File: src/sv/gcl_pkg.sv
package gcl_pkg;

  // image geometry
  localparam int MAX_ROWS = 32;
  localparam int MAX_COLS = 32;
  localparam int CELLS    = MAX_ROWS * MAX_COLS;

  localparam int ROW_W  = $clog2(MAX_ROWS);
  localparam int COL_W  = $clog2(MAX_COLS);
  localparam int RCNT_W = $clog2(MAX_ROWS + 1);
  localparam int CCNT_W = $clog2(MAX_COLS + 1);
  localparam int ADDR_W = $clog2(CELLS);
  localparam int PTR_W  = ADDR_W + 1;
  localparam int LBL_W  = ADDR_W;
  localparam int QUE_W  = ROW_W + COL_W;

  // fixed port widths
  localparam int POS_W     = 5;
  localparam int OUT_W     = 10;
  localparam int CFG_W     = 6;
  localparam int CFG_IDX_W = 1;
  localparam int ROWS_RESET = 32;
  localparam int COLS_RESET = 32;

  localparam int CMP_A = (RCNT_W > CCNT_W) ? RCNT_W : CCNT_W;
  localparam int CMP_B = (CFG_W > POS_W) ? CFG_W : POS_W;
  localparam int CMP_W = ((CMP_A > CMP_B) ? CMP_A : CMP_B) + 1;

  typedef enum logic [1:0] {
    MODE_WRITE = 2'd0,
    MODE_RUN   = 2'd1,
    MODE_READ  = 2'd2
  } mode_t;

  typedef enum logic [CFG_IDX_W-1:0] {
    REG_ROWS = 1'b0,
    REG_COLS = 1'b1
  } cfg_reg_t;

  typedef enum logic [1:0] {
    DIR_DOWN  = 2'd0,
    DIR_RIGHT = 2'd1,
    DIR_UP    = 2'd2,
    DIR_LEFT  = 2'd3
  } dir_t;

  // controller to datapath
  typedef struct packed {
    logic clr_en;
    logic clr_pix;
    logic wr_pix;
    logic rd_lbl;
    logic run_start;
    logic scan_rd;
    logic new_region;
    logic scan_adv;
    logic pop_rd;
    logic take_cell;
    logic nb_rd;
    logic nb_mark;
    logic dir_adv;
    logic out_lbl;
    logic out_cnt;
  } cmd_t;

  // datapath to controller
  typedef struct packed {
    logic clr_last;
    logic win_empty;
    logic hit;
    logic scan_last;
    logic q_empty;
    logic nb_in;
    logic dir_last;
    logic out_free;
  } sts_t;

  function automatic logic [ADDR_W-1:0] cell_addr(input logic [ROW_W-1:0] r,
                                                  input logic [COL_W-1:0] c);
    return ADDR_W'(int'(r) * MAX_COLS + int'(c));
  endfunction

  function automatic logic [OUT_W-1:0] to_out(input logic [LBL_W-1:0] v);
    return OUT_W'(v);
  endfunction

endpackage

File: src/sv/gcl_ctrl.sv
module gcl_ctrl (
  input  logic          clk,
  input  logic          rst_n,
  input  logic          in_valid,
  input  logic [1:0]    in_mode,
  output logic          in_stall,
  input  gcl_pkg::sts_t sts,
  output gcl_pkg::cmd_t cmd
);
  import gcl_pkg::*;

  typedef enum logic [10:0] {
    S_INIT     = 11'b00000000001,
    S_IDLE     = 11'b00000000010,
    S_RDWAIT   = 11'b00000000100,
    S_CLEAR    = 11'b00000001000,
    S_SCAN_RD  = 11'b00000010000,
    S_SCAN_CHK = 11'b00000100000,
    S_POP      = 11'b00001000000,
    S_POP_WAIT = 11'b00010000000,
    S_NB_RD    = 11'b00100000000,
    S_NB_CHK   = 11'b01000000000,
    S_DONE     = 11'b10000000000
  } state_t;

  state_t state_r, state_nxt;

  always_ff @(posedge clk) begin
    if (!rst_n) begin
      state_r <= S_INIT;
    end else begin
      state_r <= state_nxt;
    end
  end

  always_comb begin
    cmd       = '0;
    state_nxt = state_r;
    in_stall  = 1'b1;
    unique case (state_r)
      S_INIT: begin
        cmd.clr_en  = 1'b1;
        cmd.clr_pix = 1'b1;
        if (sts.clr_last) begin
          state_nxt = S_IDLE;
        end
      end
      S_IDLE: begin
        in_stall = 1'b0;
        if (in_valid) begin
          case (in_mode)
            MODE_WRITE: cmd.wr_pix = 1'b1;
            MODE_RUN: begin
              cmd.run_start = 1'b1;
              state_nxt     = S_CLEAR;
            end
            MODE_READ: begin
              cmd.rd_lbl = 1'b1;
              state_nxt  = S_RDWAIT;
            end
            default: ;
          endcase
        end
      end
      S_RDWAIT: begin
        if (sts.out_free) begin
          cmd.out_lbl = 1'b1;
          state_nxt   = S_IDLE;
        end
      end
      S_CLEAR: begin
        cmd.clr_en = 1'b1;
        if (sts.clr_last) begin
          state_nxt = sts.win_empty ? S_DONE : S_SCAN_RD;
        end
      end
      S_SCAN_RD: begin
        cmd.scan_rd = 1'b1;
        state_nxt   = S_SCAN_CHK;
      end
      S_SCAN_CHK: begin
        if (sts.hit) begin
          cmd.new_region = 1'b1;
          state_nxt      = S_POP;
        end else if (sts.scan_last) begin
          state_nxt = S_DONE;
        end else begin
          cmd.scan_adv = 1'b1;
          state_nxt    = S_SCAN_RD;
        end
      end
      S_POP: begin
        if (!sts.q_empty) begin
          cmd.pop_rd = 1'b1;
          state_nxt  = S_POP_WAIT;
        end else if (sts.scan_last) begin
          state_nxt = S_DONE;
        end else begin
          cmd.scan_adv = 1'b1;
          state_nxt    = S_SCAN_RD;
        end
      end
      S_POP_WAIT: begin
        cmd.take_cell = 1'b1;
        state_nxt     = S_NB_RD;
      end
      S_NB_RD: begin
        if (sts.nb_in) begin
          cmd.nb_rd = 1'b1;
          state_nxt = S_NB_CHK;
        end else if (sts.dir_last) begin
          state_nxt = S_POP;
        end else begin
          cmd.dir_adv = 1'b1;
        end
      end
      S_NB_CHK: begin
        cmd.nb_mark = sts.hit;
        if (sts.dir_last) begin
          state_nxt = S_POP;
        end else begin
          cmd.dir_adv = 1'b1;
          state_nxt   = S_NB_RD;
        end
      end
      S_DONE: begin
        if (sts.out_free) begin
          cmd.out_cnt = 1'b1;
          state_nxt   = S_IDLE;
        end
      end
      default: state_nxt = S_INIT;
    endcase
  end

endmodule

File: config.mk
export PLATFORM = sky130hd
export DESIGN_NAME = gcl_ctrl
export DESIGN_NICKNAME = d
export VERILOG_FILES = /design/src/sv/gcl_pkg.sv /design/src/sv/gcl_ctrl.sv
export SDC_FILE = /design/constraint.sdc
export NUM_CORES = 1
export LEC_CHECK = 0
export BUFFER_PORTS_ARGS = -buffer_cell sky130_fd_sc_hd__buf_2
export CAP_MARGIN = 20
export CORE_MARGIN = 3
export CORE_UTILIZATION = 45
export CTS_CLUSTER_DIAMETER = 40
export DETAILED_ROUTE_END_ITERATION = 10
export GPL_TIMING_DRIVEN = 0
export PLACE_DENSITY = 0.85
export SLEW_MARGIN = 20
export SYNTH_ARGS = -nofsm -noshare
export SYNTH_HDL_FRONTEND = slang
export SYNTH_SLANG_ARGS = --single-unit
File: constraint.sdc
create_clock -name clk -period 1.8 [get_ports clk]
set_clock_uncertainty 0.2 [all_clocks]
set_input_delay 0.09 -clock clk [delete_from_list [all_inputs] [get_ports clk]]
set_output_delay 0.09 -clock clk [all_outputs]
set_load 0.005 [all_outputs]
==> impl_metrics.ini, run 1 <==
[place]
dp_hpwl_um = 1800
post-place-cells = 165
io_buffers = 28
place_congestion = 0.863
placedInstanceArea_um2 = 1120

[clock_tree]
numCtsBuffers = 3
h-tree-depth = 1
clock_path_buffers = 2
clock-sinks = 11
ctsRootBufferMaster = clkbuf_4

[die]
num_rows = 15
die_h_um = 50.9
start_util = 0.498
die_w_um = 50.9
ioPinCount = 29

[synthesis]
synth_top_family_by_area = simple AND/OR/NAND/NOR gates
yosysMostFrequentCell = nor2_1
async_reset_ff_frac = 0
synthTopCellsByArea = dfxtp_1, nor2_1, nor4_4
synth_mux_area_frac = 0
synth_warnings = 0
synthCells = 112
synth_adder_area_share = 0
synthSimpleGateAreaFrac = 0.478
avgSynthCellArea_um2 = 8.09
ys_ff_latch = 11
ys.flop_type = dfxtp_1
syn-num-nets = 125
synth_top_area_share = 0.243
synth_compound_area_frac = 0.185
yosysSeqAreaShare = 0.243
synth_top_area_cell = dfxtp_1
synth_common_cells = nor2_1, dfxtp_1, inv_1, nor3_1
synth.cell_area_um2 = 906
synth_cell_types = 45
synth-xor-area-share = 0.0290
synth-edff-count = 0

[status]
stop_error = [ERROR DPL-0038] Utilization greater than 100%, impossible to legalize
haltStage = global routing (5_1_grt)
outcome = aborted with a tool error

[sta]
endpoint_type = output port
postGrtWorstEndpoint = cmd[6]

[global_route]
grt_max_degree = 10
[repair_timing]
item	CTS
hold endpoints to repair	11
pin swaps	28
gates resized for setup	50
hold buffers	6
gates cloned	0
endpoints found under the setup margin	27
buffers inserted	30
[cells by family after synthesis]
| group | count (synthesis) |
|---|---|
| compound gates | 23 |
| xor+xnor | 3 |
| buf+inv | 11 |
| flops | 11 |
| simple gates | 64 |
[metrics by stage]
step                      TNS, ns  setup slack, ns  hold slack [ns]
after CTS                   -4.87           -0.376         0.000564
after global placement      -2.52           -0.205            0.159
after floorplan            -0.164           -0.113          -0.0211
after detailed placement    -2.90           -0.248            0.173
==> run 2, diff against run 1 <==
Settings changed: CORE_AREA set to 3 3 64 66, CORE_MARGIN 3 to not set, CORE_UTILIZATION 45 to not set, CTS_CLUSTER_DIAMETER 40 to not set, DIE_AREA set to 0 0 67 69, PLACE_DENSITY 0.85 to not set, PLACE_DENSITY_LB_ADDON set to 0.15.
Clock period 1.8 ns to 2.3 ns, I/O delays scaled along.
==> run 2 against run 1 <==
  * The flow now finishes without violations
  * Synthesized cell count did not move
  * Area after synthesis is the same
==> impl_metrics.ini, run 2 <==
[status]
outcome = completed

[setup_path]
worst_ep_arrival_time_ns = 1.92
required_ns = 1.99
end_kind = output pin
crit_path_start_kind = register
path_class = reg -> out
path_max_fanout = 8

[run]
maxCapViolCount = 0

[routing]
dr.pass1.iters = 4
drc = 0
drt-total-wl_um = 2690
wire_per_inst_um = 13.5
detail-route-antenna-nets = 0
drt_iter0_markers = 22
viasPerCell = 4.92
vias = 979

[power]
power_density_nw_per_um2 = 708
total_power_mw = 0.899
p_leak_nw = 0.527
ir_drop_mv = 0.227

[finish]
fillerInstances = 405
largest_register = state_r
largest_reg_flops = 11
fin_area_um2 = 1270
final_nets = 165
antenna_cells = 0
drive_above_1_share = 0.377
fin_cells = 199
layout_common_cells = buf_2, nor2_1, dfxtp_1, buf_4, inv_1
reg_top3 = state_r (11)
syn_to_final_growth_pct = 40.1
mostFrequentLayoutCell = buf_2
fin_util = 0.349

[place]
place_congestion = 0.813
placedInstanceArea_um2 = 1110
post-place-cells = 188
dp_hpwl_um = 2010
io_buffers = 28
pre_cts_ws_ns = 0.158

[synthesis]
yosysMostFrequentCell = nor2_1
synth_top_area_cell = dfxtp_1
avgSynthCellArea_um2 = 8.09
async_reset_ff_frac = 0
synth_warnings = 0
ys.flop_type = dfxtp_1
synth_cell_types = 45
ys_ff_latch = 11
synthCells = 112
synthTopCellsByArea = dfxtp_1, nor2_1, nor4_4
syn-num-nets = 125
synth_common_cells = nor2_1, dfxtp_1, inv_1, nor3_1
yosysSeqAreaShare = 0.243
synth-edff-count = 0
synth.cell_area_um2 = 906
synth_top_area_share = 0.243

[sta]
setup_viol = 0
post-route-period-util = 0.970
fin_crit_ns = 2.23
rsz0062_at_grt = true
hold_slack_ns = 0.00709
tightest_slew_ns = 0.652
relSlewSlack = 0.561
drv_slew = 0
timing.final.ws_setup_ns = 0.0697
final.setup.tns_ns = 0
hold_viol_final = 0
fmax_mhz = 448

[global_route]
grt_antenna_before_repair = 0
grt_max_degree = 10
gr-total-overflow = 0
grt_pass1_wl_um = 4370
track_usage = 0.123
grt_pass1_vias = 907

[clock_tree]
clock_latency_ns = 0.24
h-tree-depth = 1
clk_pin_slew_ns = 0.05
ctsRootBufferMaster = clkbuf_8
clock-sinks = 11
numCtsBuffers = 3
cts_tree = done
clock_path_buffers = 2

[die]
num_rows = 22
start_util = 0.249
die_h_um = 69
ioPinCount = 29
die-area_um2 = 4620
die_w_um = 67
core_um2 = 3630

[worst_hold_path]
hold_path.class = in -> reg
==> run 2: worst paths after layout <==
| path | end | depth (start not counted) | slack [ns] | from |
|---|---|---|---|---|
| min | state_r[6] | 3 | 0.007 | sts[5] |
| max | cmd[5] | 6 | 0.07 | state_r[0] |
| max reg2reg | state_r[10] | 5 | 0.16 | state_r[4] |
| min reg2reg | state_r[3] | 3 | 0.42 | state_r[3] |
==> run 2: what timing repair did <==
item / CTS / global route
resized for setup: 1 / 11
cloned: 0 / 0
buffers inserted: 3 / 1
pin swaps: 2 / 4
hold endpoints to repair: 7 / 0
hold buffers: 3 / 0
setup endpoints to repair: 3 / 8
==> run 2: cell type report <==
class	instances	area (µm²)	area share
Timing Repair Buffer	35	200	0.158
Sequential cell	11	220	0.174
Inverter	6	22.5	0.0178
Clock buffer	4	45.0	0.0355
Tap cell	48	60.1	0.0473
Multi-Input combinational cell	90	679	0.536
Buffer	5	41.3	0.0325
==> run 2: cell families after synthesis <==
| family | share of synthesized area |
|---|---|
| AO/OA/AOI/OAI | 0.185 |
| XOR/XNOR | 0.0290 |
| buffers and inverters | 0.0649 |
| flip-flops | 0.243 |
| AND/OR/NAND/NOR | 0.478 |
==> run 2: worst max-delay path: stages, from the launching register on <==
cell and delay [ns]:
dfxtp_1 0.30, buf_4 0.16, nor4_4 0.31, nand2_2 0.12, or3_4 0.36, nor3b_2 0.27, buf_2 0.16
==> run 2: power by group <==
part / total [mW] / switching [mW] / internal [mW]
registers: 0.239 / 0.0274 / 0.211
logic: 0.458 / 0.227 / 0.231
clock network: 0.202 / 0.0794 / 0.122
==> run 2: per-layer routing <==
metal | part of all wire | global-route usage | vias up
met3 | 0.031 | 0.0212 | 5
met5 | 0 | 0 | -
met2 | 0.49 | 0.194 | 12
met4 | 0.015 | 0.0473 | 0
met1 | 0.46 | 0.163 | 464
li1 | - | - | 498
No activity file was read; power rests on OpenSTA's default activity.
==> run 3, diff against run 2 <==
Settings changed: REMOVE_ABC_BUFFERS set to 1.
==> run 3 against run 2 <==
  * First-iteration DRC count decreased by 4.5%
  * Via count increased by 1.0%
  * Die area is the same
  * Design area decreased by 3.9%
  * Sequential share of layout area is 0.82 points higher
  * Critical endpoint unchanged
  * Largest cell class unchanged
==> impl_metrics.ini, run 3 (synthesis results as in run 2) <==
[status]
outcome = completed

[worst_hold_path]
min_path_cells = 3
min_to = state_r[6]
hold_path.class = in -> reg
min-delay-start = sts[5]

[die]
die-area_um2 = 4620
die_w_um = 67
start_util = 0.249
core_um2 = 3630
num_rows = 22
die_h_um = 69
ioPinCount = 29

[power]
p_leak_nw = 0.494
p_clk_frac = 0.235
seqPwrFrac = 0.301
power.share.combinational = 0.464
power_density_nw_per_um2 = 716
total_power_mw = 0.873
power.switching_mw = 0.340
switching_share = 0.390
internal_power_mw = 0.533
ir_drop_mv = 0.239

[finish]
fin_util = 0.335
antenna_cells = 0
largest_register = state_r
drive_above_1_share = 0.338
fin_cells = 193
layout_common_cells = buf_2, nor2_1, dfxtp_1, inv_1
largest_reg_flops = 11
syn_to_final_growth_pct = 34.5
fillerInstances = 419
final_nets = 159
mostFrequentLayoutCell = buf_2
reg_top3 = state_r (11)

[routing]
vias = 989
viasPerCell = 5.12
drc = 0
drt-total-wl_um = 2780
drt_iter0_markers = 21
dr.pass1.iters = 5
detail-route-antenna-nets = 0
wire_per_inst_um = 14.4

[global_route]
gr-total-overflow = 0
grt_util_met2 = 0.192
grt_antenna_before_repair = 0
use_met1 = 0.169
use_met3 = 0.0244
grt_pass1_wl_um = 4530
track_usage = 0.124
busiest_layer = met2
grt_pass1_vias = 944
grt_max_degree = 10

[sta]
post-route-period-util = 0.963
fin_crit_ns = 2.22
setup_viol = 0
tightest_slew_ns = 0.693
final.setup.tns_ns = 0
drv_slew = 0
relSlewSlack = 0.533
rsz0062_at_grt = false
hold_viol_final = 0
fmax_mhz = 451

[setup_path]
end_kind = output pin
timing.rr.start = state_r[6]
reg2reg_to = state_r[5]
worst_ep_arrival_time_ns = 1.90
required_ns = 1.99
r2r.worst_path.cells = 6
path_class = reg -> out
crit_path_start_kind = register
path_max_fanout = 8
r2r_slack_ns = 0.16

[place]
dp_hpwl_um = 2080
post-place-cells = 183
io_buffers = 28
place_congestion = 0.878

[clock_tree]
clk_pin_slew_ns = 0.05
h-tree-depth = 1
numCtsBuffers = 3
clock_path_buffers = 2
ctsRootBufferMaster = clkbuf_8
clock_latency_ns = 0.24
cts_tree = done
clock-sinks = 11

[run]
maxCapViolCount = 0
[run 3: cell types whose count changed in the layout (fill, tap and decap cells not counted), sizes merged]
cell         delta
buf             -7
dlygate4sd3     +1
[run 3: worst max-delay path by stage]
stage | startpoint | to | depth (start not counted)
floorplan | state_r[3] | state_r[7] | 5
global placement | state_r[7] | state_r[5] | 5
detailed placement | state_r[7] | state_r[9] | 5
CTS | state_r[3] | cmd[7] | 4
global route | state_r[0] | cmd[5] | 5
finish | state_r[0] | cmd[5] | 5
[run 3: power by group through the flow]
stage | sequential, mW | combinational, mW | clock, mW
finish | 0.263 | 0.405 | 0.205
global route | 0.265 | 0.438 | 0.217
CTS | 0.259 | 0.365 | 0.210
detailed placement | 0.262 | 0.347 | 0
global placement | 0.263 | 0.341 | 0
floorplan | 0.252 | 0.239 | 0
[run 3: per-stage QoR]
| step | instance area, µm² | worst slack [ns] | hold WS [ns] |
|---|---|---|---|
| final | 1220 | 0.0840 | 0.00938 |
| after global routing | 1220 | 0.0166 | 0.0432 |
| after CTS | 1180 | 0.0303 | 0.00430 |
| after detailed placement | 1070 | 0.0633 | 0.193 |
| after global placement | 1070 | 0.0931 | 0.191 |
| after floorplan | 870 | 0.412 | 0.00387 |
[run 3: critical path, stage by stage (launching register included)]
cell,delay (ns)
dfxtp_1,0.40
nor4_4,0.35
nand2_2,0.13
or3_4,0.38
nor3b_4,0.24
buf_2,0.15
[run 3: routing by layer]
metal / routed length, µm / vias up
li1: - / 486
met1: 1250 / 468
met2: 1320 / 30
met3: 172 / 5
met4: 35 / 0
met5: 0 / -
[run 3: layout make-up]
| type | count | area, µm² | area share |
|---|---|---|---|
| clock buffer | 4 | 45.0 | 0.0370 |
| timing repair buffer | 34 | 195 | 0.160 |
| multi-input combinational | 90 | 674 | 0.553 |
| inverter | 6 | 22.5 | 0.0185 |
| tap | 48 | 60.1 | 0.0493 |
| sequential | 11 | 221 | 0.182 |
[run 3: repair_timing]
action / in CTS / in global routing
pin swaps: 2 / 0
hold buffers: 4 / 0
gates resized for setup: 2 / 7
buffers inserted: 2 / 0
endpoints found under the setup margin: 4 / 9
gates cloned: 0 / 0
endpoints found under the hold margin: 7 / 0
